## src/rtl/core/fdmd_pkg.sv

```systemverilog
// Shared types and constants of the frame difference motion detector.
package fdmd_pkg;

   localparam int FRAME_PIXELS = 76800;
   localparam int POS_W        = $clog2(FRAME_PIXELS + 1);
   localparam int ADDR_W       = $clog2(FRAME_PIXELS);
   localparam int CHAN_W       = 8;
   localparam int PIX_W        = 3 * CHAN_W;
   localparam int COUNT_W      = 17;
   localparam int PHASE_W      = 5;
   localparam int SLOT_W       = 4;
   localparam int THR_W        = 8;
   localparam int CSR_W        = 17;

   // Gray conversion: Y = (1868*B + 9617*G + 4899*R + 8192) >> 14.
   localparam int PROD_W       = 23;
   localparam int GRAY_SHIFT   = 14;
   localparam int GRAY_W       = PROD_W - GRAY_SHIFT;
   localparam int COEF_B       = 1868;
   localparam int COEF_G       = 9617;
   localparam int COEF_R       = 4899;
   localparam int GRAY_ROUND   = 8192;

   localparam logic [SLOT_W-1:0]  RESET_REFERENCE_SLOT  = 4'd5;
   localparam logic [SLOT_W-1:0]  RESET_COMPARE_GAP     = 4'd4;
   localparam logic [THR_W-1:0]   RESET_PIXEL_THRESHOLD = 8'd30;
   localparam logic [COUNT_W-1:0] RESET_COUNT_THRESHOLD = 17'd1000;

   typedef enum logic [1:0] {
      CSR_REFERENCE_SLOT,
      CSR_COMPARE_GAP,
      CSR_PIXEL_THRESHOLD,
      CSR_COUNT_THRESHOLD
   } csr_index_type;

   typedef struct packed {
      logic              wr_en;
      logic              rd_en;
      logic [ADDR_W-1:0] addr;
      logic [PIX_W-1:0]  wr_data;
   } fdmd_ram_req_type;

   typedef struct packed {
      logic valid;
      logic compare;
      logic last;
      logic emit;
   } fdmd_tag_type;

   typedef struct packed {
      logic               valid;
      logic [COUNT_W-1:0] count;
      logic               motion;
   } fdmd_result_type;

endpackage

```

## src/rtl/core/fdmd_frame_seq.sv

```systemverilog
// Frame sequencer: pixel position, frame phase and reference memory access.
module fdmd_frame_seq import fdmd_pkg::*; (
   input  logic                clock,
   input  logic                reset,
   input  logic                advance,
   input  logic                req_valid,
   input  logic [CHAN_W-1:0]   req_blue,
   input  logic [CHAN_W-1:0]   req_green,
   input  logic [CHAN_W-1:0]   req_red,
   input  logic                req_frame_end,
   input  logic [SLOT_W-1:0]   reference_slot,
   input  logic [SLOT_W-1:0]   compare_gap,
   output fdmd_ram_req_type    ram_req,
   output fdmd_tag_type        tag,
   output logic [PIX_W-1:0]    pixel
);

   logic [POS_W-1:0]   pos_ff, pos_in;
   logic [PHASE_W-1:0] phase_ff, phase_in;
   fdmd_tag_type       tag_ff, tag_in;
   logic [PIX_W-1:0]   pixel_ff;

   logic               accept;
   logic [SLOT_W-1:0]  ref_num;
   logic [SLOT_W-1:0]  gap_num;
   logic [PHASE_W-1:0] cmp_num;
   logic [PHASE_W:0]   number;
   logic               is_ref;
   logic               is_cmp;
   logic               in_range;
   logic [PIX_W-1:0]   pixel_word;

   assign accept     = req_valid && advance;
   // A zero slot or gap behaves as one.
   assign ref_num    = (reference_slot == '0) ? SLOT_W'(1) : reference_slot;
   assign gap_num    = (compare_gap == '0) ? SLOT_W'(1) : compare_gap;
   assign cmp_num    = PHASE_W'(ref_num) + PHASE_W'(gap_num);
   assign number     = {1'b0, phase_ff} + (PHASE_W+1)'(1);
   assign is_ref     = number == (PHASE_W+1)'(ref_num);
   assign is_cmp     = number == (PHASE_W+1)'(cmp_num);
   assign in_range   = pos_ff < POS_W'(FRAME_PIXELS);
   assign pixel_word = {req_red, req_green, req_blue};

   always_comb begin
      ram_req.wr_en   = accept && in_range && is_ref;
      ram_req.rd_en   = accept && in_range && is_cmp;
      ram_req.addr    = pos_ff[ADDR_W-1:0];
      ram_req.wr_data = pixel_word;

      pos_in   = pos_ff;
      phase_in = phase_ff;
      if (accept) begin
         if (req_frame_end) begin
            pos_in = '0;
            // Past the compare frame the cycle restarts as well.
            if (number >= (PHASE_W+1)'(cmp_num)) begin
               phase_in = '0;
            end else begin
               phase_in = number[PHASE_W-1:0];
            end
         end else if (in_range) begin
            pos_in = pos_ff + POS_W'(1);
         end
      end

      tag_in.valid   = accept;
      tag_in.compare = is_cmp && in_range;
      tag_in.last    = req_frame_end;
      tag_in.emit    = req_frame_end && is_cmp;
   end

   always_ff @(posedge clock) begin
      if (reset) begin
         pos_ff       <= '0;
         phase_ff     <= '0;
         tag_ff.valid <= 1'b0;
      end else begin
         pos_ff   <= pos_in;
         phase_ff <= phase_in;
         if (advance) begin
            tag_ff.valid <= tag_in.valid;
         end
      end
   end

   always_ff @(posedge clock) begin
      if (advance) begin
         tag_ff.compare <= tag_in.compare;
         tag_ff.last    <= tag_in.last;
         tag_ff.emit    <= tag_in.emit;
         pixel_ff       <= pixel_word;
      end
   end

   assign tag   = tag_ff;
   assign pixel = pixel_ff;

endmodule

```

## config.mk

```make
export PLATFORM = sky130hd
export DESIGN_NAME = fdmd_frame_seq
export DESIGN_NICKNAME = d
export VERILOG_FILES = /design/src/rtl/core/fdmd_pkg.sv /design/src/rtl/core/fdmd_frame_seq.sv
export SDC_FILE = /design/constraint.sdc
export NUM_CORES = 1
export LEC_CHECK = 0
export ABC_AREA = 1
export BUFFER_PORTS_ARGS = -buffer_cell sky130_fd_sc_hd__buf_2
export CORE_ASPECT_RATIO = 0.75
export CORE_MARGIN = 2
export CORE_UTILIZATION = 44
export CTS_CLUSTER_DIAMETER = 60
export DETAILED_ROUTE_END_ITERATION = 7
export PLACE_DENSITY = 0.81
export SYNTH_ARGS = -nofsm -noshare
export SYNTH_HDL_FRONTEND = slang
export SYNTH_SLANG_ARGS = --single-unit
```

## constraint.sdc

```tcl
create_clock -name clock -period 1.9 [get_ports clock]
set_input_delay 0 -clock clock [delete_from_list [all_inputs] [get_ports clock]]
set_output_delay 0 -clock clock [all_outputs]
set_load 0.005 [all_outputs]
```

# --- Word-level counts from Yosys, hierarchy flattened ---
# Cells that the tools add are included.
word_totals:
  register_bits: 50
  input_bits: 37
  output_inout_bits: 71
  elab_cells: 30
op_classes:
  n_addsub: 3
  magnitude_cmp: 2
  n_eq_ne: 2
  n_mux: 5
  n_reduce_logical: 11
op_table:
  columns: ["operator", "n"]
  rows:
  - ["$mux 17", 2]
  - ["$add 17x1->17 const B", 1]
  - ["$lt 17x17->1 const B", 1]
  - ["$logic_not 4->1", 2]
  - ["$mux 4", 2]
  - ["$add 5x1->6 const B", 1]
  - ["$eq 6x4->1", 1]
  - ["$eq 6x5->1", 1]
  - ["$ge 6x5->1", 1]
  - ["$logic_and 1x1->1", 6]
  - ["$add 4x4->5", 1]
  - ["$mux 5", 1]
  - ["$reduce_and 2->1", 2]
  - ["$reduce_bool 2->1", 1]

# --- Logic depth before layout (Yosys ltp) ---
# Gate-level depths: netlist (run 1).
logic_depth:
  depth_word: 5
  mapped_depth: 14
  ltp_nobuf: 14

# --- Least setup slack after synthesis (run 1) ---
# Ideal clock, no wire load.
synth_timing:
  path_type: "input port to flip-flop"
  start: "input port compare_gap[1]"
  end: "register phase_ff[0]"
  setup_time_ns: 0.121
  t_arrival_ns: 1.799
  t_required_ns: 1.779
  path_slack_ns: -0.020
  stages: 13
  n_path_buf: 0
  path_cell_list: "nor3_1 > or2_2 > ha_1 > inv_1 > fa_1 > xor2_1 > inv_1 > ha_1 > nand2_1 > nor2_1 > nand4_2 > nand3_2 > o22ai_1"
synth_between:
  elab_chain_len: 5
synth_rtl:
  columns: ["item", "line", "rtl"]
  rows:
  - ["from (decl)", "fdmd_frame_seq.sv:12", "input logic [SLOT_W-1:0] compare_gap,"]
  - ["$logic_not 4->1", "fdmd_frame_seq.sv:36", "assign gap_num = (compare_gap == '0) ? SLOT_W'(1) : compare_gap;"]
  - ["$mux 4 (*)", "fdmd_frame_seq.sv:36", null]
  - ["$add 4x4->5 (*)", "fdmd_frame_seq.sv:37", "assign cmp_num = PHASE_W'(ref_num) + PHASE_W'(gap_num);"]
  - ["$ge 6x5->1 (*)", "fdmd_frame_seq.sv:56", "if (number >= (PHASE_W+1)'(cmp_num)) begin"]
  - ["$mux 5 (*)", "fdmd_frame_seq.sv:56", null]
  - ["to (signal assigned)", "fdmd_frame_seq.sv:79", "phase_ff <= phase_in;"]
  - ["to (decl)", "fdmd_frame_seq.sv:19", "logic [PHASE_W-1:0] phase_ff, phase_in;"]
# Every way passes the cells marked *; elsewhere a longest branch is shown, timed or not.
# A chain may end at the register's enable or synchronous reset.

==> results of run 1 <==
[cells in the mapped netlist]
cell type / instances
a21oi_1: 10
a31oi_1: 1
buf_4: 25
clkbuf_1: 4
clkinv_1: 1
clkinv_2: 1
dfxtp_1: 23
edfxtp_1: 27
fa_1: 1
ha_1: 10
inv_1: 33
inv_2: 6
nand2_1: 49
nand2_2: 6
nand2_4: 3
nand3_1: 13
nand3_2: 5
nand3_4: 2
nand3b_1: 1
nand4_1: 5
nand4_2: 1
nor2_1: 32
nor2_2: 5
nor2_4: 7
nor3_1: 5
nor3b_1: 1
o211ai_1: 1
o21ai_0: 1
o21ai_1: 8
o22ai_1: 1
or2_2: 2
xnor2_1: 1
xor2_1: 8
[kinds of logic after synthesis]
group / after synthesis / synth area share, %
AO/OA/AOI/OAI: 22 / 4.26
XOR/XNOR: 9 / 2.92
flip-flops: 50 / 47.1
adder cells (fa/ha/maj): 11 / 5.38
buffers and inverters: 70 / 13.3
AND/OR/NAND/NOR: 137 / 27.1
[final cells by class]
cell class                 count  area [sq um]
clock buffer                   6          82.6
sequential                    50          1280
inverter                      41           158
timing repair buffer         165          1050
multi-input combinational    179          1260
clock inverter                 2          16.3
fill                         427          1910
tap                           78          97.6
[worst max-delay path, delay by kind of cell]
kind / cells / cell delay (ns)
buffers and inverters: 5 / 0.45
xor gates and xnor gates: 1 / 0.18
adders and majority gates: 3 / 0.75
and+or+nand+nor: 5 / 0.55
AOI/OAI and AO/OA: 1 / 0.08
[worst max path at each step]
stage / from / end / cells after the start
floorplan: compare_gap[1] / phase_ff[0]$_SDFFE_PP0P_ / 13
global placement: compare_gap[1] / phase_ff[0]$_SDFFE_PP0P_ / 14
detailed placement: reference_slot[1] / phase_ff[0]$_SDFFE_PP0P_ / 15
CTS: compare_gap[2] / ram_req[41] / 14
global route: reference_slot[3] / ram_req[41] / 15
finish: reference_slot[3] / ram_req[41] / 15
[sequential cells by signal (all words and copies together), names as in the netlist]
| register | count |
|---|---|
| phase_ff | 5 |
| pixel | 24 |
| tag | 4 |
| pos_ff | 17 |
[timing repair]
item | 4_1_cts | 5_1_grt
resized for setup | 24 | 21
hold endpoints to repair | 28 | 0
pin swaps | 15 | 13
hold buffers | 26 | 0
buffers inserted | 13 | 5
setup endpoints to repair | 8 | 8
[power by group through the flow]
stage | clock network [mW] | logic (mW) | registers (mW)
4_1_cts | 0.667 | 0.377 | 1.20
6_report | 0.655 | 0.434 | 1.21
3_3_place_gp | 0 | 0.301 | 1.23
3_5_place_dp | 0 | 0.308 | 1.23
5_1_grt | 0.717 | 0.473 | 1.21
2_1_floorplan | 0 | 0.160 | 1.24
[routing by layer]
layer  global-route usage [%]  vias to the layer above  wire length [um]  share of wire [%]
li1                         -                     1231                 -                  -
met1                     24.6                     1173              3100                 41
met2                     40.6                      104              3830                 51
met3                     4.00                       17               481                6.4
met4                     5.96                        0               156                2.1
met5                        0                        -                 0                  0
[per-stage QoR]
| stage | power [mW] | cell area, sq um | hold WS, ns | utilization, % |
|---|---|---|---|---|
| final | 2.29 | 3950 | 0.116 | 67.5 |
| after global routing | 2.40 | 3950 | 0.126 | 67.5 |
| after CTS | 2.25 | 3790 | 0.119 | 64.7 |
| after detailed placement | 1.54 | 3240 | 0.182 | 55.3 |
| after global placement | 1.53 | 3240 | 0.178 | 55.3 |
| after floorplan | 1.40 | 2700 | 0.0691 | - |
==> results.md, run 1 <==
* Pwr Density at 581 nW/um^2
* Post-detailed-routing wire length at 7570 um
* Min cycle time layout at 2.01 ns
* Cell variety after synth at 33
* DRT Pass-1 Iters at 4
* Commonest non-fill, non-tap cell in the layout: buf_2
* Internal Power at 1.70 mW
* Avg Inst Size Synth at 9.03 sq um
* GP Congestion at 0.876
* GRT Total Usage at 21.4%
* Crit path largest cell delay at 0.34 ns
* Final antenna-violating net count at 0
* CTS tree: built
* Post-layout net count at 490
* Initial antenna violation count at 0
* Finished Layout Cells at 521
* Worst EP arrival at 2.01 ns
* Die H at 71.8 um
* Final hold vios at 0
* CTS buffer count at 5
* FMAX at 497 MHz
* R2r endpoint: phase_ff[4]$_SDFFE_PP0P_
* Clock slew at reported path FFs at 0.09 ns
* Hold Path Sink: tag[3]$_SDFFE_PP0P_
* Die W at 94.5 um
* Final count of negative-setup-slack endpoints at 7
* Clock Tree Root: clkbuf_8
* Required time of the critical path at 1.90 ns
* Top post-synthesis cells by area: edfxtp_1 30%, dfxtp_1 17%, buf_4 7.0%
* Synthesis-stage register bit count at 50
* # clock sinks at 50
* P_leak at 1.76 nW
* Slew Limit Fails at 0
* DR vias at 2,525
* Crit start category: primary input
* Cell total after placement at 469
* Share of cells above drive strength 1 at 48.8%
* Failing checks: negative setup slack
* Core Area at 5860 sq um
* Place WS at -0.299 ns
* Final setup margin at -0.111 ns
* Ant. Diodes at 0
* Clock buffer depth at 2
* Overflow after GRT at 0
* Max-cap violations at 0
* HP Class: primary input to flop
* Clk pwr share at 28.6%
* Post-DP HPWL at 4800 um
* Critical path cell sequence: buf_2 > nor2_4 > a21oi_2 > inv_2 > ha_4 > inv_2 > fa_2 > xor2_1 > inv_1 > ha_4 > nand2_2 > nor2_4 > nand4_4 > nor2_2 > buf_2
* IO Pins at 108
* Net Switching at 0.594 mW
* Crit Path Max Fanout at 2
* Reg2reg path depth at 13
* Most frequent cells in the layout: 105 x buf_2, 48 x nand2_1, 32 x buf_4, 29 x inv_1, 29 x nor2_1
* FF-to-FF Start: phase_ff[0]$_SDFFE_PP0P_
* Die footprint at 6790 sq um
* Sequential share of power at 52.5%
* Worst slew pin tran at 0.336 ns
* Comb pwr share at 18.9%
* Switching share of power at 25.9%
* Cell Area, Synth at 2700 sq um
* Run status: finished, violations left
* WS Path Type: primary input to output port
* Unrepaired setup endpoints after global routing: yes
* Setup crit end kind: output port
* Peak supply drop at 0.000312 V
* Clock Latency Late Sink at 0.30 ns
* Vias in the first global route at 2,392
* Area growth, synth to finish at 46.3%
* Row cnt at 24
* Normalized max-slew margin at 77.6%
* Vias per cell at 4.85
* Setup TNS at -0.444 ns
* Hold Path Depth at 3
* # port buffers at 107
* First-pass GRT wire length at 11,300 um
* DRC viols at 0
* Synthesized net count at 347
* Initial Util at 46.1%
* Avg WL per Cell at 14.5 um
* H-tree Lvls at 2
* Cell taking the most area after synthesis: edfxtp_1
* CP max-delay cell: fa_2
* Pin count of the biggest net entering global routing at 29
* Period utilization at 106%
* Iteration-0 DRC Markers at 130
* Sequential area share after synthesis at 47.1%
* Yosys warns at 0
* R2r setup slk at -0.08 ns
* Top-area cell type share of the netlist area at 30.0%
* Hold Startpoint: req_valid
* Clock Skew at 0.00481 ns
* Synthesized instance count at 299
(Power assumes the default switching activity.)
==> inputs of run 2 (changes only) <==
--- a/config.mk
+++ b/config.mk
@@ -13,6 +13,7 @@
 export CTS_CLUSTER_DIAMETER = 60
 export DETAILED_ROUTE_END_ITERATION = 7
 export PLACE_DENSITY = 0.81
+export RECOVER_POWER = 100
 export SYNTH_ARGS = -nofsm -noshare
 export SYNTH_HDL_FRONTEND = slang
 export SYNTH_SLANG_ARGS = --single-unit
==> run 2 against run 1 <==
Hold slack worse by 0.046 ns. Setup slack better by 0.0015 ns. Largest power group unchanged. Clock-buffer cell count unchanged. The flow still finishes with violations (negative setup slack).
==> results.md, run 2 (synthesis gave the netlist of run 1 again) <==
* Avg WL per Cell at 14.6 um
* Filler cells at 472
* CTS buffer count at 5
* WS Path Type: primary input to output port
* Ant. Diodes at 0
* Area after DPL at 3240 sq um
* Max-cap violations at 0
* DRC viols at 0
* CP Buf/Inv Count at 5
* FF-to-FF Start: phase_ff[0]$_SDFFE_PP0P_
* # port buffers at 107
* DR vias at 2,526
* Commonest non-fill, non-tap cell in the layout: clkbuf_1
* Clock buffer depth at 2
* Post-layout util at 65.9%
* Initial antenna violation count at 0
* CP max-delay cell: fa_2
* Clock Skew at 0.00563 ns
* FMAX at 498 MHz
* Final setup margin at -0.109 ns
* Post-route cell area at 3860 sq um
* Crit start category: primary input
* R2r setup slk at -0.09 ns
* Hold_ws at 0.0698 ns
* Unrepaired setup endpoints after global routing: yes
* Die W at 94.5 um
* Failing checks: negative setup slack
* Area growth, synth to finish at 42.9%
* Worst Setup EP: ram_req[41]
* Pwr Density at 591 nW/um^2
* WP depth at 15
* GRT Total Usage at 21.4%
* Reg2reg path depth at 11
* Critical path cell sequence: buf_2 > nor2_4 > a21oi_2 > inv_2 > ha_4 > inv_2 > fa_2 > xor2_1 > inv_1 > ha_4 > nand2_2 > nor2_4 > nand4_4 > nor2_2 > buf_2
* Setup crit end kind: output port
* Clock Tree Root: clkbuf_8
* P_leak at 1.60 nW
* Overflow after GRT at 0
* Final count of negative-setup-slack endpoints at 7
* Final hold vios at 0
* Total power at 2.28 mW
* Clock slew at reported path FFs at 0.09 ns
* Normalized max-slew margin at 7.42%
* Pin count of the biggest net entering global routing at 29
* Min cycle time layout at 2.01 ns
* Vias per cell at 4.85
* IO Pins at 108
* Share of cells above drive strength 1 at 35.7%
* Post-detailed-routing wire length at 7620 um
* Peak supply drop at 0.000312 V
* Core Area at 5860 sq um
* Worst slew pin tran at 1.39 ns
* # clock sinks at 50
* H-tree Lvls at 2
* Most frequent cells in the layout: 52 x clkbuf_1, 51 x nand2_1, 49 x buf_2, 31 x buf_4
* DRT Pass-1 Iters at 4
* Row cnt at 24
* Slew Limit Fails at 0
* CTS tree: built
* Worst EP arrival at 2.01 ns
* Crit path largest cell delay at 0.34 ns
* Initial Util at 46.1%
* Clock Latency Late Sink at 0.30 ns
* Period utilization at 106%
* R2r endpoint: phase_ff[4]$_SDFFE_PP0P_
* Die footprint at 6790 sq um
* GP Congestion at 0.876
* First-pass GRT wire length at 11,300 um
* Post-layout net count at 490
* Run status: finished, violations left
* Iteration-0 DRC Markers at 114
* Required time of the critical path at 1.90 ns
* Post-DP HPWL at 4800 um
* Final antenna-violating net count at 0
* Largest delay share family, worst path: adder cells
* Vias in the first global route at 2,392
* Crit Path Max Fanout at 2
* Setup crit start: reference_slot[3]
* Max reg flops at 24
* HP Class: primary input to flop
* Die H at 71.8 um
run 2: cell types whose count changed in the layout (fill, tap and decap cells not counted), moves of 2 or more:
cell,before,now
buf_2,105,49
clkbuf_1,0,52
clkbuf_2,0,5
nand2_1,48,51
nand2_2,7,5
run 2: report_power, final:
part | switching, mW | internal (mW) | leakage (nW) | total (mW)
Sequential | 0.0171 | 1.19 | 0.453 | 1.21
Combinational | 0.221 | 0.194 | 1.10 | 0.415
Clock | 0.355 | 0.300 | 0.0478 | 0.656
Total | 0.594 | 1.68 | 1.60 | 2.28
run 2: layer usage:
layer / GRT usage [%] / vias to the layer above / share of wire [%]
li1: - / 1229 / -
met1: 24.6 / 1175 / 40
met2: 40.6 / 110 / 51
met3: 4.00 / 12 / 6.8
met4: 5.96 / 0 / 1.7
met5: 0 / - / 0
run 2: area by class of cell:
type,count,area (sq um),area share [%]
clock buffer,6,82.6,2.14
clock inverter,2,16.3,0.422
inverter,41,158,4.09
multi-input combinational,179,1240,32.1
sequential,50,1280,33.3
tap,78,97.6,2.53
timing repair buffer,165,981,25.4
run 2: through the flow:
stage | setup slack [ns] | std cells | TNS [ns]
after global routing | -0.167 | 521 | -0.996
after CTS | -0.0508 | 516 | -0.0508
final | -0.109 | 521 | -0.474
after global placement | -0.217 | 469 | -1.53
after detailed placement | -0.299 | 469 | -2.05
after floorplan | 0.00739 | 299 | 0
run 2: worst min-delay path by stage:
stage	startpoint	slack, ns	cells after the start	to
finish	req_valid	0.07	3	tag[3]$_SDFFE_PP0P_
global route	req_valid	0.08	3	tag[3]$_SDFFE_PP0P_
CTS	req_valid	0.12	3	tag[3]$_SDFFE_PP0P_
detailed placement	req_red[0]	0.18	2	ram_req[16]
global placement	req_blue[5]	0.18	2	ram_req[5]
floorplan	reset	0.07	1	pos_ff[1]$_SDFFE_PP0P_
run 2: repair_timing:
| item | CTS | global route |
|---|---|---|
| setup endpoints to repair | 8 | 8 |
| pin swaps | 15 | 13 |
| resized for setup | 24 | 21 |
| hold endpoints to repair | 28 | 0 |
| hold buffers | 26 | 0 |
| buffers inserted | 13 | 5 |
run 2: worst reg2reg max path, cell delays in order, from the launching register on:
cell,delay [ns]
dfxtp_4,0.39
ha_4,0.17
nand3_4,0.08
xor2_4,0.18
inv_2,0.08
ha_4,0.27
inv_4,0.03
nor2_4,0.14
nand4_4,0.12
buf_4,0.18
nand3_2,0.14
o21ai_1,0.10
