### config.mk
export PLATFORM = sky130hd
export DESIGN_NAME = fdmd_diff_tally
export DESIGN_NICKNAME = d
export VERILOG_FILES = /design/src/rtl/core/fdmd_pkg.sv /design/src/rtl/core/fdmd_diff_tally.sv
export SDC_FILE = /design/constraint.sdc
export NUM_CORES = 1
export LEC_CHECK = 0
export BUFFER_PORTS_ARGS = -buffer_cell sky130_fd_sc_hd__buf_2
export CORE_UTILIZATION = 62
export DETAILED_ROUTE_END_ITERATION = 12
export MAX_ROUTING_LAYER = met4
export PLACE_DENSITY = 0.92
export SLEW_MARGIN = 5
export SYNTH_ARGS = -nofsm -noshare
export SYNTH_HDL_FRONTEND = slang
export SYNTH_SLANG_ARGS = --single-unit
### constraint.sdc
create_clock -name clock -period 10.5 [get_ports clock]
set_input_delay 3.15 -clock clock [delete_from_list [all_inputs] [get_ports clock]]
set_output_delay 3.15 -clock clock [all_outputs]
set_load 0.02 [all_outputs]
### src/rtl/core/fdmd_pkg.sv
// Shared types and constants of the frame difference motion detector.
package fdmd_pkg;

   localparam int FRAME_PIXELS = 76800;
   localparam int POS_W        = $clog2(FRAME_PIXELS + 1);
   localparam int ADDR_W       = $clog2(FRAME_PIXELS);
   localparam int CHAN_W       = 8;
   localparam int PIX_W        = 3 * CHAN_W;
   localparam int COUNT_W      = 17;
   localparam int PHASE_W      = 5;
   localparam int SLOT_W       = 4;
   localparam int THR_W        = 8;
   localparam int CSR_W        = 17;

   // Gray conversion: Y = (1868*B + 9617*G + 4899*R + 8192) >> 14.
   localparam int PROD_W       = 23;
   localparam int GRAY_SHIFT   = 14;
   localparam int GRAY_W       = PROD_W - GRAY_SHIFT;
   localparam int COEF_B       = 1868;
   localparam int COEF_G       = 9617;
   localparam int COEF_R       = 4899;
   localparam int GRAY_ROUND   = 8192;

   localparam logic [SLOT_W-1:0]  RESET_REFERENCE_SLOT  = 4'd5;
   localparam logic [SLOT_W-1:0]  RESET_COMPARE_GAP     = 4'd4;
   localparam logic [THR_W-1:0]   RESET_PIXEL_THRESHOLD = 8'd30;
   localparam logic [COUNT_W-1:0] RESET_COUNT_THRESHOLD = 17'd1000;

   typedef enum logic [1:0] {
      CSR_REFERENCE_SLOT,
      CSR_COMPARE_GAP,
      CSR_PIXEL_THRESHOLD,
      CSR_COUNT_THRESHOLD
   } csr_index_type;

   typedef struct packed {
      logic              wr_en;
      logic              rd_en;
      logic [ADDR_W-1:0] addr;
      logic [PIX_W-1:0]  wr_data;
   } fdmd_ram_req_type;

   typedef struct packed {
      logic valid;
      logic compare;
      logic last;
      logic emit;
   } fdmd_tag_type;

   typedef struct packed {
      logic               valid;
      logic [COUNT_W-1:0] count;
      logic               motion;
   } fdmd_result_type;

endpackage

### src/rtl/core/fdmd_diff_tally.sv
// Difference, gray conversion, threshold test and changed pixel tally.
module fdmd_diff_tally import fdmd_pkg::*; (
   input  logic               clock,
   input  logic               reset,
   input  logic               advance,
   input  fdmd_tag_type       tag,
   input  logic [PIX_W-1:0]   pixel,
   input  logic [PIX_W-1:0]   ref_pixel,
   input  logic [THR_W-1:0]   pixel_threshold,
   input  logic [COUNT_W-1:0] count_threshold,
   output logic               result_pending,
   output fdmd_result_type    result
);

   fdmd_tag_type       c_tag_ff;
   logic [PROD_W-1:0]  prod_b_ff, prod_g_ff, prod_r_ff;
   logic [COUNT_W-1:0] tally_ff, tally_in;

   logic [CHAN_W-1:0]  diff_b, diff_g, diff_r;
   logic [PROD_W-1:0]  gray_sum;
   logic [GRAY_W-1:0]  gray;
   logic               changed;
   logic [COUNT_W-1:0] tally_next;
   logic               consume;

   function automatic logic [CHAN_W-1:0] abs_diff(input logic [CHAN_W-1:0] a,
                                                   input logic [CHAN_W-1:0] b);
      return (a > b) ? a - b : b - a;
   endfunction

   assign diff_b = abs_diff(pixel[CHAN_W-1:0], ref_pixel[CHAN_W-1:0]);
   assign diff_g = abs_diff(pixel[2*CHAN_W-1:CHAN_W], ref_pixel[2*CHAN_W-1:CHAN_W]);
   assign diff_r = abs_diff(pixel[3*CHAN_W-1:2*CHAN_W], ref_pixel[3*CHAN_W-1:2*CHAN_W]);

   always_ff @(posedge clock) begin
      if (reset) begin
         c_tag_ff.valid <= 1'b0;
      end else if (advance) begin
         c_tag_ff.valid <= tag.valid;
      end
   end

   always_ff @(posedge clock) begin
      if (advance) begin
         c_tag_ff.compare <= tag.compare;
         c_tag_ff.last    <= tag.last;
         c_tag_ff.emit    <= tag.emit;
         prod_b_ff        <= PROD_W'(diff_b) * PROD_W'(COEF_B);
         prod_g_ff        <= PROD_W'(diff_g) * PROD_W'(COEF_G);
         prod_r_ff        <= PROD_W'(diff_r) * PROD_W'(COEF_R);
      end
   end

   assign consume  = c_tag_ff.valid && advance;
   assign gray_sum = prod_b_ff + prod_g_ff + prod_r_ff + PROD_W'(GRAY_ROUND);
   assign gray     = gray_sum[PROD_W-1:GRAY_SHIFT];
   assign changed  = c_tag_ff.compare && (gray > GRAY_W'(pixel_threshold));

   always_comb begin
      tally_next = tally_ff;
      if (changed && (tally_ff < COUNT_W'(FRAME_PIXELS))) begin
         tally_next = tally_ff + COUNT_W'(1);
      end
      tally_in = tally_ff;
      if (consume) begin
         tally_in = c_tag_ff.last ? '0 : tally_next;
      end
   end

   always_ff @(posedge clock) begin
      if (reset) begin
         tally_ff <= '0;
      end else begin
         tally_ff <= tally_in;
      end
   end

   assign result_pending = c_tag_ff.valid && c_tag_ff.emit;
   assign result.valid   = consume && c_tag_ff.emit;
   assign result.count   = tally_next;
   assign result.motion  = tally_next >= count_threshold;

endmodule

# == Yosys cells after proc, flatten, opt, wreduce, memory -nomap -nowiden ==
# Cells that the tools add are included.
# classes
n_addsub,10
multipliers,3
n_lt_le_gt_ge,6
mux,5
n_reduce_logical,5
# ops
operator,count
subtractor 8 bit,6
2-to-1 mux 17 bit,2
greater-than comparator 8 bit,3
2-to-1 mux 8 bit,3
adder 19 x 22 -> 23 bit,1
adder 23 x 14 -> 23 bit (second input constant),1
adder 23 x 21 -> 23 bit,1
multiplier 8 x 14 -> 22 bit (second input constant),1
multiplier 8 x 13 -> 21 bit (second input constant),1
adder 17 x 1 -> 17 bit (second input constant),1
greater-or-equal comparator 17 bit,1
less-than comparator 17 bit (second input constant),1
multiplier 8 x 9 -> 17 bit (second input constant),1
greater-than comparator 9 x 8 -> 1 bit,1
logical AND 1 bit,5
# word_totals
ff_bits,81
output_inout_bits,20
word_cells,37

# == Logic depth before layout (Yosys ltp) ==
# Gate-level depths: netlist of the first run.
# depth
ltp_word,8
depth_mapped,32

# == Least setup slack after synthesis of the first run ==
# Ideal clock, no wire load.
# synth_path
kind,in2out
from,in pixel_threshold[1]
to,out result[0] (netlist name)
arrival_ps,6901
setup_slack_ps,449
cell_stages,21
cell_sequence,inv_1 > ha_1 > nor2b_1 > o21a_1 > o21a_1 > o211ai_1 > a21o_1 > a21oi_2 > o21ai_4 > xnor2_1 > inv_1 > ha_1 > nand2b_1 > a21o_1 > a21o_1 > a21o_1 > a21o_1 > a21o_1 > a211oi_1 > o21bai_1 > a211o_1
# synth_lines
element,line,text
start: declaration,fdmd_diff_tally.sv:9,"input logic [THR_W-1:0] pixel_threshold,"
end: declaration,fdmd_diff_tally.sv:12,output fdmd_result_type result

==> results of run 1 <==
cells by family after synthesis:
kind of cell             after synthesis
adder cells (fa/ha/maj)              325
multiplexers                          21
buffers and inverters                316
AO/OA/AOI/OAI                        210
XOR/XNOR                              82
flip-flops                            81
AND/OR/NAND/NOR                      228
worst min path at each step:
stage,start,depth (start not counted),end
2_1_floorplan,tally_ff[16]$_SDFFE_PP0P_,2,tally_ff[16]$_SDFFE_PP0P_
6_report,tally_ff[16]$_SDFFE_PP0P_,2,tally_ff[16]$_SDFFE_PP0P_
4_1_cts,tally_ff[16]$_SDFFE_PP0P_,2,tally_ff[16]$_SDFFE_PP0P_
5_1_grt,tally_ff[16]$_SDFFE_PP0P_,2,tally_ff[16]$_SDFFE_PP0P_
3_5_place_dp,tally_ff[16]$_SDFFE_PP0P_,2,tally_ff[16]$_SDFFE_PP0P_
3_3_place_gp,tally_ff[16]$_SDFFE_PP0P_,2,tally_ff[16]$_SDFFE_PP0P_
registers in the layout, indices dropped and copies added, names as in the netlist:
name       cells
tally_ff      17
c_tag_ff       4
prod_r_ff     21
prod_g_ff     22
prod_b_ff     17
worst register-to-register path, cell delays in order (launching register included):
cell,delay [ns]
edfxtp_1,0.33
inv_1,0.06
fa_1,0.54
inv_1,0.05
ha_1,0.29
ha_1,0.32
a211oi_1,0.24
o21ai_1,0.16
a211oi_2,0.33
nand2_1,0.16
and2_1,0.19
o21ai_0,0.17
nand2b_1,0.10
xor2_1,0.16
ha_1,0.30
o21a_1,0.12
o21a_1,0.11
o211ai_1,0.09
a21o_1,0.18
a21oi_2,0.19
buf_4,0.19
o21ai_2,0.08
buf_4,0.20
or4_1,0.53
a221oi_2,0.21
cells in the mapped netlist (all sizes together), types with 8 or more instances:
cell type | instances | share of area, %
o21bai | 11 | 0.70
o21ai | 29 | 1.4
xnor2 | 57 | 4.4
mux2 | 8 | 0.80
nand2 | 54 | 1.7
nand3 | 21 | 0.90
a31oi | 11 | 0.64
mux2i | 13 | 1.1
nor3 | 16 | 0.73
a211oi | 10 | 0.68
xor2 | 25 | 1.9
ha | 258 | 28
or3 | 13 | 0.69
dfxtp | 18 | 3.1
and3 | 9 | 0.48
clkbuf | 11 | 0.35
o31ai | 12 | 0.81
nor2 | 51 | 1.7
inv | 300 | 9.6
a21o | 28 | 1.8
a21oi | 51 | 2.2
nor2b | 14 | 0.75
edfxtp | 63 | 16
fa | 67 | 11
nand4 | 15 | 0.80
through the flow:
step           worst slack, ns  instance area (µm²)  util, %  hold WS, ns
3_5_place_dp            0.3219                12470    68.24       0.5025
3_3_place_gp            0.5160                12470    68.24       0.4966
5_1_grt                 0.1458                12770    69.89       0.5609
2_1_floorplan           0.4491                11730        -       0.4799
4_1_cts                 0.3351                12750    69.81       0.5138
6_report                0.5030                12770    69.89       0.5154
cell type report:
type                            count  area, µm²  area share (%)
Inverter                          300       1126           8.818
Sequential cell                    81       2252           17.64
Clock inverter                      3      15.01          0.1176
Tap cell                          229      286.5           2.244
Multi-Input combinational cell    866       8270           64.77
Timing Repair Buffer              106      548.0           4.292
Clock buffer                       13      271.5           2.126
metal layers:
metal | global-route usage (%) | vias to the layer above | wire (µm)
li1 | - | 4472 | -
met1 | 30.14 | 4454 | 9760
met2 | 53.90 | 313 | 13900
met3 | 4.370 | 88 | 1370
met4 | 12.09 | 0 | 952
met5 | - | - | 0
timing repair:
item                                    in CTS  in global routing
buffers inserted                             0                  2
resized for setup                            0                  0
endpoints found under the setup margin       0                  1
==> load_flow_metrics.sql, run 1 <==
INSERT INTO impl_metrics (metric_group, metric, value, unit) VALUES
('final_layout', 'syn2layout_area_growth', '8.887', '%'),
('worst_setup_path', 'data_arrival_critical_path', '6.85', 'ns'),
('final_layout', 'antenna_cells_inserted', '0', ''),
('route', 'post-route-drc-count', '0', ''),
('yosys', 'syn_nets', '1668', ''),
('worst_setup_path', 'ff2ff_path_depth', '24', ''),
('final_layout', 'fraction_of_final_layout_cells_sized_beyond_drive_strength_1', '11.91', '%'),
('die', 'floorplan.core_area', '18270', 'µm²'),
('timing', 'report.final.hold_viol_count', '0', ''),
('clocking', 'cts.root.buffer_cell', 'clkbuf_16', ''),
('final_layout', 'layout_commonest_cell', 'inv_1', ''),
('final_layout', 'fillers', '1301', ''),
('yosys', 'netlist-cell-type-count', '77', ''),
('route', 'drt_iter0_markers', '458', ''),
('global_route', 'grt_first_pass_wirelength', '44170', 'µm'),
('timing', 'slew-limit-headroom', '41.68', '%'),
('flow_run', 'maxcap_violations', '0', ''),
('worst_setup_path', 'reg2reg_from', 'prod_b_ff[4]$_DFFE_PP_', ''),
('global_route', 'antenna_violations_before_repair', '0', ''),
('yosys', 'synth_edf_count', '63', ''),
('worst_setup_path', 'critical_path_peak_fanout', '3', ''),
('timing', 'clock.fmax', '100.0', 'MHz'),
('timing', 'final-max-slew-violation-count', '0', ''),
('timing', 'finalWorstPathRequiredPeriod', '9.997', 'ns'),
('worst_setup_path', 'cp_common_cell', 'a21o_1', ''),
('yosys', 'synth_seq_cells', '81', ''),
('place', 'post-dp-hpwl', '21090', 'µm'),
('route', 'vias_per_cell', '5.837', ''),
('place', 'dpl.cell_count', '1580', ''),
('timing', 'tightest_slew', '0.8749', 'ns'),
('global_route', 'gr-usage-all-layers', '28.88', '%'),
('clocking', 'clkTransAtPathRegs', '0.06', 'ns'),
('timing', 'timing.setup.tns', '0', 'ns'),
('die', 'initial_core_util', '64.19', '%'),
('worst_setup_path', 'reg2reg_slack', '5.13', 'ns'),
('route', 'overall_routed_net_length', '25980', 'µm'),
('route', 'ant_nets_after_route', '0', ''),
('final_layout', 'mostFrequentLayoutCells', 'inv_1 (300), ha_1 (258), buf_2 (99)', ''),
('die', 'floorplan.die_area', '19470', 'µm²'),
('clocking', 'cts_max_path_buffers', '2', ''),
('worst_setup_path', 'critical_path.startpoint', 'prod_b_ff[4]$_DFFE_PP_', ''),
('worst_setup_path', 'critical_path_depth', '33', ''),
('yosys', 'synth.mux.area_fraction', '1.910', '%'),
('timing', 'finalSetupViolations', '0', ''),
('route', 'routed_wire_length_per_instance', '16.26', 'µm'),
('yosys', 'post_synth_and_or_nand_nor_area_fraction', '9.805', '%'),
('clocking', 'tritoncts_clock_tree', 'done', ''),
('worst_setup_path', 'critical_path.top_delay_family', 'compound AO/OA/AOI/OAI gates', ''),
('yosys', 'synth_sequential_area_ratio', '19.20', '%'),
('yosys', 'synth-warning-count', '0', ''),
('die', 'rows', '49', ''),
('worst_setup_path', 'setup_cp_type', 'flop to primary output', ''),
('status', 'outcome', 'finished, final reports clean', ''),
('yosys', 'syn-instance-count', '1263', ''),
('yosys', 'synth_top_family_by_area', 'adder cells', ''),
('worst_setup_path', 'timing.critical_path.to', 'result[0]', ''),
('die', 'pin_count', '100', ''),
('yosys', 'synth_compound_area_share', '13.56', '%'),
('clocking', 'tritoncts.num_buffers', '9', ''),
('yosys', 'postSynthAreaPerCell', '9.285', 'µm²'),
('clocking', 'cts-hold-fix-buffers', '0', ''),
('yosys', 'synth_ff_type', 'edfxtp_1', ''),
('place', 'final_weighted_congestion_in_routability_driven_placement', '0.9308', ''),
('die', 'die-height', '139.5', 'µm'),
('worst_hold_path', 'timing.hold.worst.class', 'flop to flop', ''),
('global_route', 'global_route.overflow_total', '0', ''),
('yosys', 'yosys.area_share.xor_xnor', '6.284', '%'),
('global_route', 'grt_max_degree', '68', ''),
('global_route', 'first_global_vias', '9969', ''),
('final_layout', 'number_of_standard_cells_in_the_final_layout_excluding_fillers', '1598', ''),
('worst_setup_path', 'critical-path-max-stage-delay', '0.54', 'ns');
Power of run 1 is left out: the tool's default activity adds up to more than one toggle a clock period on the data nets, which glitch-free logic cannot reach.
==> run 2, diff against run 1 <==
- clock period: 10.5 -> 9.6 ns (I/O delays scaled with it)
==> load_flow_metrics.sql, run 2 (same netlist as run 1, synthesis figures left out) <==
INSERT INTO impl_metrics (metric_group, metric, value, unit) VALUES
('worst_setup_path', 'data_arrival_critical_path', '6.68', 'ns'),
('timing', 'tightest_slew', '0.8538', 'ns'),
('worst_setup_path', 'critical_path_peak_fanout', '2', ''),
('timing', 'final-max-slew-violation-count', '0', ''),
('worst_hold_path', 'timing.hold.worst.class', 'flop to flop', ''),
('final_layout', 'largest_register_ffs', '22', ''),
('final_layout', 'finished_layout_cell_area', '13040', 'µm²'),
('clocking', 'clock_latency', '0.35', 'ns'),
('route', 'post-route-drc-count', '0', ''),
('clocking', 'cts_htree_levels', '3', ''),
('final_layout', 'reg.largest.list', 'prod_g_ff: 22 flops, prod_r_ff: 21 flops', ''),
('global_route', 'grt_first_pass_wirelength', '42410', 'µm'),
('global_route', 'grt_max_degree', '68', ''),
('clocking', 'cts_max_path_buffers', '2', ''),
('clocking', 'clock-sinks', '81', ''),
('final_layout', 'mostFrequentLayoutCells', 'inv_1 (295), ha_1 (250), buf_2 (98)', ''),
('worst_setup_path', 'critical-path-max-stage-delay', '0.55', 'ns'),
('global_route', 'global_route.overflow_total', '0', ''),
('worst_setup_path', 'setup_cp_type', 'flop to primary output', ''),
('timing', 'finalSetupViolations', '0', ''),
('global_route', 'antenna_violations_before_repair', '0', ''),
('final_layout', 'fraction_of_final_layout_cells_sized_beyond_drive_strength_1', '15.08', '%'),
('place', 'io_buffers', '99', ''),
('timing', 'report.final.hold_viol_count', '0', ''),
('clocking', 'tritoncts_clock_tree', 'done', ''),
('worst_setup_path', 'cp_common_cell', 'a21o_1', ''),
('timing', 'fin_skew', '0.007606', 'ns'),
('place', 'place_area', '12510', 'µm²'),
('clocking', 'cts-hold-fix-buffers', '0', ''),
('timing', 'slew-limit-headroom', '43.08', '%'),
('status', 'outcome', 'finished, final reports clean', ''),
('worst_setup_path', 'setup.worst_path.end_class', 'primary output', ''),
('timing', 'post_route_clock_period_utilization', '99.58', '%'),
('die', 'floorplan.core_area', '18270', 'µm²'),
('clocking', 'clkTransAtPathRegs', '0.07', 'ns'),
('clocking', 'tritoncts.num_buffers', '9', ''),
('die', 'die-height', '139.5', 'µm'),
('route', 'vias_per_cell', '5.879', ''),
('route', 'via_count', '9454', ''),
('global_route', 'gr-usage-all-layers', '27.78', '%'),
('final_layout', 'nets', '1779', ''),
('flow_run', 'maxcap_violations', '0', ''),
('die', 'initial_core_util', '64.19', '%'),
('final_layout', 'top_register', 'prod_g_ff', ''),
('worst_setup_path', 'critPathSlowestCell', 'fa_1', ''),
('die', 'pin_count', '100', ''),
('die', 'rows', '49', ''),
('final_layout', 'multi_input_comb_area', '8453', 'µm²'),
('timing', 'clock.fmax', '104.6', 'MHz'),
('place', 'post-dp-hpwl', '20720', 'µm'),
('timing', 'unrepaired_setup_endpoints_after_global_routing', 'true', ''),
('clocking', 'cts.root.buffer_cell', 'clkbuf_16', ''),
('place', 'final_weighted_congestion_in_routability_driven_placement', '0.9424', ''),
('final_layout', 'area.sequential', '2252', 'µm²'),
('final_layout', 'fillers', '1202', ''),
('final_layout', 'layout_commonest_cell', 'inv_1', ''),
('route', 'detailedRoute.firstPassIterationCount', '5', ''),
('timing', 'finalWorstPathRequiredPeriod', '9.559', 'ns'),
('route', 'routed_wire_length_per_instance', '16.71', 'µm'),
('route', 'ant_nets_after_route', '0', ''),
('global_route', 'first_global_vias', '9456', ''),
('final_layout', 'syn2layout_area_growth', '11.20', '%'),
('route', 'drt_iter0_markers', '576', ''),
('route', 'overall_routed_net_length', '26870', 'µm'),
('worst_setup_path', 'worstPathRequired', '6.72', 'ns'),
('die', 'die_width', '139.5', 'µm'),
('final_layout', 'antenna_cells_inserted', '0', ''),
('die', 'floorplan.die_area', '19470', 'µm²'),
('worst_setup_path', 'worst_setup_sp_type', 'flop', '');
[run 2: cell count changes in the layout (fill, tap and decap cells not counted), sizes merged]
cell      before  now
buf          106  116
clkbuf        13    9
clkinv         3    2
clkinvlp       0    2
inv          300  303
[run 2: repair_timing]
action / in CTS / in global routing
setup buffers: 1 / 5
pin swaps: 6 / 38
setup endpoints to repair: 1 / 6
resized for setup: 10 / 35
[run 2: layer usage]
layer	vias up	global-route usage (%)	wire (µm)
li1	4493	-	-
met1	4461	30.45	10430
met2	399	50.44	14050
met3	101	3.923	1373
met4	0	11.39	1007
met5	-	-	0
[run 2: cell type report]
type / count / share of cell area (%)
flip-flops and latches: 81 / 17.27
inverters: 300 / 8.635
repair buffers: 116 / 4.883
multi-input cells: 866 / 64.82
well taps: 229 / 2.197
clock inverters: 7 / 0.4701
clock buffers: 9 / 1.727
[run 2: final timing paths]
| path | to | startpoint | slack (ns) | cells past startpoint |
|---|---|---|---|---|
| worst max-delay path | result[0] | prod_g_ff[5]$_DFFE_PP_ | 0.04 | 33 |
| worst max register to register | tally_ff[14]$_SDFFE_PP0P_ | prod_g_ff[5]$_DFFE_PP_ | 4.34 | 23 |
| worst min register to register | tally_ff[16]$_SDFFE_PP0P_ | tally_ff[16]$_SDFFE_PP0P_ | 0.53 | 2 |
| worst min-delay path | tally_ff[16]$_SDFFE_PP0P_ | tally_ff[16]$_SDFFE_PP0P_ | 0.53 | 2 |
[run 2: critical path: cells and delay by family (launching register included)]
kind / cells / cell delay [ns]
DFF: 1 / 0.33
AOI/OAI and AO/OA: 16 / 2.95
and+or+nand+nor: 6 / 0.74
adders and majority gates: 5 / 1.69
xor gates and xnor gates: 2 / 0.28
buffers and inverters: 4 / 0.30
[run 2: per-stage QoR]
| step | setup TNS [ns] | hold WS, ns | worst slack, ns | instances | util, % |
|---|---|---|---|---|---|
| 6_report | 0 | 0.5261 | 0.04076 | 1608 | 71.38 |
| 5_1_grt | -0.2729 | 0.5413 | -0.2637 | 1608 | 71.38 |
| 4_1_cts | 0 | 0.5213 | 0.004137 | 1603 | 70.35 |
| 3_5_place_dp | -0.2190 | 0.5112 | -0.1260 | 1586 | 68.49 |
| 3_3_place_gp | 0 | 0.4934 | 0.1812 | 1586 | 68.49 |
| 2_1_floorplan | 0 | 0.4799 | 0.08906 | 1263 | - |
Power of run 2 is left out for the same reason.
==> run 3, diff against run 2 <==
--- a/constraint.sdc
+++ b/constraint.sdc
@@ -3,2 +3,2 @@
 set_output_delay 2.88 -clock clock [all_outputs]
-set_load 0.02 [all_outputs]
+set_load 0.05 [all_outputs]
==> load_flow_metrics.sql, run 3 <==
INSERT INTO impl_metrics (metric_group, metric, value, unit) VALUES
('status', 'outcome', 'did not finish', ''),
('status', 'stop_stage', '5_2_route', ''),
('status', 'error_message', '[ERROR DRT-0255] Maze Route cannot find path of net clock in worker of routeBox ( 96600 0 ) ( 139530 48300 ).', ''),
('global_route', 'first_global_vias', '9488', ''),
('clocking', 'cts_max_path_buffers', '2', ''),
('yosys', 'postSynthAreaPerCell', '9.285', 'µm²'),
('yosys', 'synth_seq_cells', '81', ''),
('yosys', 'synthMostInstantiatedCell', 'inv_1', ''),
('yosys', 'share_of_async_settable_or_async_resettable_flops_after_synthesis', '0', '%'),
('yosys', 'synth_sequential_area_ratio', '19.20', '%'),
('yosys', 'synth_common_cells', 'inv_1 (300), ha_1 (258), fa_1 (67)', ''),
('die', 'die-height', '139.5', 'µm'),
('yosys', 'synth-warning-count', '0', ''),
('global_route', 'antenna_violations_before_repair', '0', ''),
('die', 'die_width', '139.5', 'µm'),
('place', 'dp_slack', '-0.2257', 'ns'),
('place', 'post-dp-hpwl', '20470', 'µm'),
('yosys', 'synth_ff_type', 'edfxtp_1', ''),
('place', 'io_buffers', '99', ''),
('yosys', 'netlist-cell-type-count', '77', ''),
('place', 'place_area', '12590', 'µm²'),
('die', 'rows', '49', ''),
('yosys', 'yosys.area.top_type_share', '27.53', '%'),
('yosys', 'netlist_top_cells_area', 'ha_1 (28%), edfxtp_1 (16%), fa_1 (11%), inv_1 (9.6%), xnor2_1 (4.2%)', ''),
('clocking', 'cts_htree_levels', '3', ''),
('clocking', 'clock-sinks', '81', ''),
('yosys', 'cell_area_after_synthesis', '11730', 'µm²'),
('yosys', 'synth.largest_area_cell', 'ha_1', ''),
('yosys', 'synth_edf_count', '63', ''),
('global_route', 'gr-usage-all-layers', '28.27', '%'),
('timing', 'timing.repair.worst_endpoint_type', 'primary output', ''),
('yosys', 'syn-instance-count', '1263', ''),
('yosys', 'syn_nets', '1668', ''),
('place', 'final_weighted_congestion_in_routability_driven_placement', '0.9293', ''),
('die', 'initial_core_util', '64.19', '%'),
('global_route', 'grt_max_degree', '67', ''),
('clocking', 'cts.root.buffer_cell', 'clkbuf_16', ''),
('global_route', 'global_route.overflow_total', '0', ''),
('timing', 'worstEndpointGrtRepair', 'result[0]', ''),
('die', 'pin_count', '100', ''),
('clocking', 'tritoncts.num_buffers', '9', ''),
('global_route', 'grt_first_pass_wirelength', '42860', 'µm');
## run 3: cell counts after synthesis
Identical to the previous run, type by type.
## run 3: kinds of logic after synthesis
group	share of synthesized area (%)
AND/OR/NAND/NOR	9.805
XOR/XNOR	6.284
adder cells (fa/ha/maj)	38.96
buffers and inverters	10.27
flip-flops	19.20
AO/OA/AOI/OAI	13.56
multiplexers	1.910
## run 3: routing by layer
layer,global-route usage (%)
met3,4.680
met2,51.44
met1,30.05
met4,12.61
met5,-
## run 3: repair_timing
item                                    in CTS  in global routing
pin swaps                                    4                 35
endpoints found under the setup margin       1                  6
hold buffers                                 0                  0
buffers inserted                             1                  4
resized for setup                            8                 45
## run 3: metrics by stage
stage / instances / hold WS (ns)
5_1_grt: 1607 / 0.5541
4_1_cts: 1603 / 0.5267
3_5_place_dp: 1586 / 0.5178
3_3_place_gp: 1586 / 0.5147
2_1_floorplan: 1263 / 0.4963
==> run 4, diff against run 3 <==
- CORE_UTILIZATION: 62 -> 40
- MAX_ROUTING_LAYER: met4 -> unset
- PLACE_DENSITY: 0.92 -> unset
- PLACE_DENSITY_LB_ADDON: unset -> 0.15
==> load_flow_metrics.sql, run 4 (same netlist as run 1, synthesis figures left out) <==
INSERT INTO impl_metrics (metric_group, metric, value, unit) VALUES
('status', 'outcome', 'finished, final reports clean', ''),
('timing', 'post_route_clock_period_utilization', '98.31', '%'),
('global_route', 'gr-usage-all-layers', '16.42', '%'),
('die', 'die-height', '173.2', 'µm'),
('worst_hold_path', 'timing.hold.worst.class', 'flop to flop', ''),
('timing', 'slew-limit-headroom', '41.77', '%'),
('place', 'io_buffers', '99', ''),
('worst_setup_path', 'worst_setup_sp_type', 'flop', ''),
('die', 'rows', '62', ''),
('final_layout', 'antenna_cells_inserted', '0', ''),
('route', 'via_count', '8696', ''),
('final_layout', 'utilization', '46.35', '%'),
('final_layout', 'reg.largest.list', 'prod_g_ff: 22 flops, prod_r_ff: 21 flops', ''),
('worst_setup_path', 'setup.worst_path.end_class', 'primary output', ''),
('route', 'post-route-drc-count', '0', ''),
('timing', 'finalWorstPathRequiredPeriod', '9.438', 'ns'),
('route', 'detailedRoute.firstPassIterationCount', '5', ''),
('worst_hold_path', 'worstHoldEndpoint', 'tally_ff[16]$_SDFFE_PP0P_', ''),
('die', 'initial_core_util', '40.75', '%'),
('place', 'dpl.cell_count', '1750', ''),
('die', 'die_width', '173.2', 'µm'),
('timing', 'timing.setup.tns', '0', 'ns'),
('worst_setup_path', 'critical_path_peak_fanout', '2', ''),
('final_layout', 'nets', '1789', ''),
('worst_setup_path', 'critPathSlowestCell', 'fa_1', ''),
('clocking', 'cts_htree_levels', '3', ''),
('final_layout', 'fraction_of_final_layout_cells_sized_beyond_drive_strength_1', '15.05', '%'),
('worst_setup_path', 'ff2ff_path_depth', '24', ''),
('worst_setup_path', 'reg2reg_from', 'prod_b_ff[12]$_DFFE_PP_', ''),
('worst_setup_path', 'worstPathRequired', '6.72', 'ns'),
('global_route', 'grt_max_degree', '67', ''),
('route', 'overall_routed_net_length', '23550', 'µm'),
('global_route', 'grt_first_pass_wirelength', '40680', 'µm'),
('clocking', 'cts-hold-fix-buffers', '0', ''),
('place', 'final_weighted_congestion_in_routability_driven_placement', '0.8086', ''),
('route', 'drt_iter0_markers', '375', ''),
('place', 'post-dp-hpwl', '19980', 'µm'),
('place', 'dp_slack', '0.02477', 'ns'),
('clocking', 'clock-sinks', '81', ''),
('global_route', 'global_route.overflow_total', '0', ''),
('clocking', 'clkTransAtPathRegs', '0.06', 'ns'),
('route', 'ant_nets_after_route', '0', ''),
('worst_hold_path', 'worstHoldStart', 'tally_ff[16]$_SDFFE_PP0P_', ''),
('worst_setup_path', 'critical_path_buf_inv_count', '4', ''),
('timing', 'unrepaired_setup_endpoints_after_global_routing', 'true', ''),
('final_layout', 'top_register', 'prod_g_ff', ''),
('timing', 'tightest_slew', '0.8735', 'ns'),
('route', 'routed_wire_length_per_instance', '13.28', 'µm'),
('final_layout', 'fillers', '2813', ''),
('worst_hold_path', 'holdPathStages', '2', ''),
('timing', 'final-max-slew-violation-count', '0', ''),
('timing', 'report.final.hold_viol_count', '0', ''),
('worst_setup_path', 'cp_common_cell', 'a21o_1', ''),
('final_layout', 'largest_register_ffs', '22', ''),
('worst_setup_path', 'setup_cp_type', 'flop to primary output', ''),
('worst_setup_path', 'critical_path.reg2reg.endpoint', 'tally_ff[16]$_SDFFE_PP0P_', ''),
('die', 'pin_count', '100', ''),
('clocking', 'cts.root.buffer_cell', 'clkbuf_16', ''),
('final_layout', 'number_of_standard_cells_in_the_final_layout_excluding_fillers', '1773', ''),
('clocking', 'clock_latency', '0.35', 'ns'),
('worst_setup_path', 'critical_path.top_delay_family', 'compound AO/OA/AOI/OAI gates', ''),
('final_layout', 'layout_commonest_cell', 'inv_1', ''),
('final_layout', 'mostFrequentLayoutCells', 'inv_1 (298), ha_1 (256), buf_2 (98)', ''),
('timing', 'clock.fmax', '106.0', 'MHz'),
('worst_setup_path', 'data_arrival_critical_path', '6.56', 'ns'),
('clocking', 'tritoncts_clock_tree', 'done', ''),
('worst_setup_path', 'critical-path-max-stage-delay', '0.41', 'ns'),
('clocking', 'tritoncts.num_buffers', '9', ''),
('global_route', 'antenna_violations_before_repair', '0', ''),
('final_layout', 'syn2layout_area_growth', '13.75', '%'),
('flow_run', 'maxcap_violations', '0', ''),
('die', 'floorplan.die_area', '30010', 'µm²'),
('die', 'floorplan.core_area', '28780', 'µm²'),
('global_route', 'first_global_vias', '8748', ''),
('clocking', 'cts_max_path_buffers', '2', ''),
('route', 'vias_per_cell', '4.905', ''),
('timing', 'finalSetupViolations', '0', ''),
('worst_setup_path', 'reg2reg_slack', '4.43', 'ns'),
('timing', 'fin_skew', '0.006151', 'ns'),
('timing', 'timing.final.ws_setup', '0.1622', 'ns');
run 4: what timing repair did:
item                                   4_1_cts  5_1_grt
setup endpoints to repair                    1        3
pin swaps                                    5       29
endpoints found under the hold margin        0        0
resized for setup                            4       21
setup buffers                                4        3
run 4: metrics by stage:
step	hold slack [ns]	instance area [µm²]
CTS	0.5426	13210
finish	0.5428	13340
global route	0.5639	13340
detailed placement	0.5233	12850
floorplan	0.4963	11810
global placement	0.5188	12850
run 4: how the worst max path moves through the flow:
stage                            startpoint                 endpoint  slack, ns  cells past startpoint
detailed placement                pixel[16]  prod_r_ff[20]$_DFFE_PP_       0.02                     29
global placement                  pixel[16]  prod_r_ff[20]$_DFFE_PP_       0.11                     29
finish              prod_b_ff[12]$_DFFE_PP_                result[0]       0.16                     33
CTS                  prod_b_ff[4]$_DFFE_PP_                result[0]      0.008                     33
floorplan                pixel_threshold[1]                result[0]       0.02                     21
global route         prod_g_ff[7]$_DFFE_PP_                result[0]      -0.20                     33
run 4: tightest hold or removal path, cell delays in order (launching register included):
cell      delay, ns
dfxtp_1        0.32
inv_1          0.10
a221oi_2       0.07
run 4: final cells by class:
class	instances	area (µm²)	area share (%)
multi-input combinational	866	8461	63.42
sequential	81	2252	16.88
inverter	300	1126	8.441
timing repair buffer	126	708.2	5.309
tap	384	480.5	3.602
clock buffer	13	292.8	2.195
clock inverter	3	20.02	0.1501
run 4: layer usage:
metal | track usage, % | share of wire [%]
met1 | 21.80 | 49
met2 | 27.96 | 47
met3 | 2.193 | 2.4
met4 | 4.535 | 1.8
met5 | 0 | 0
Power of run 4 is left out for the same reason.
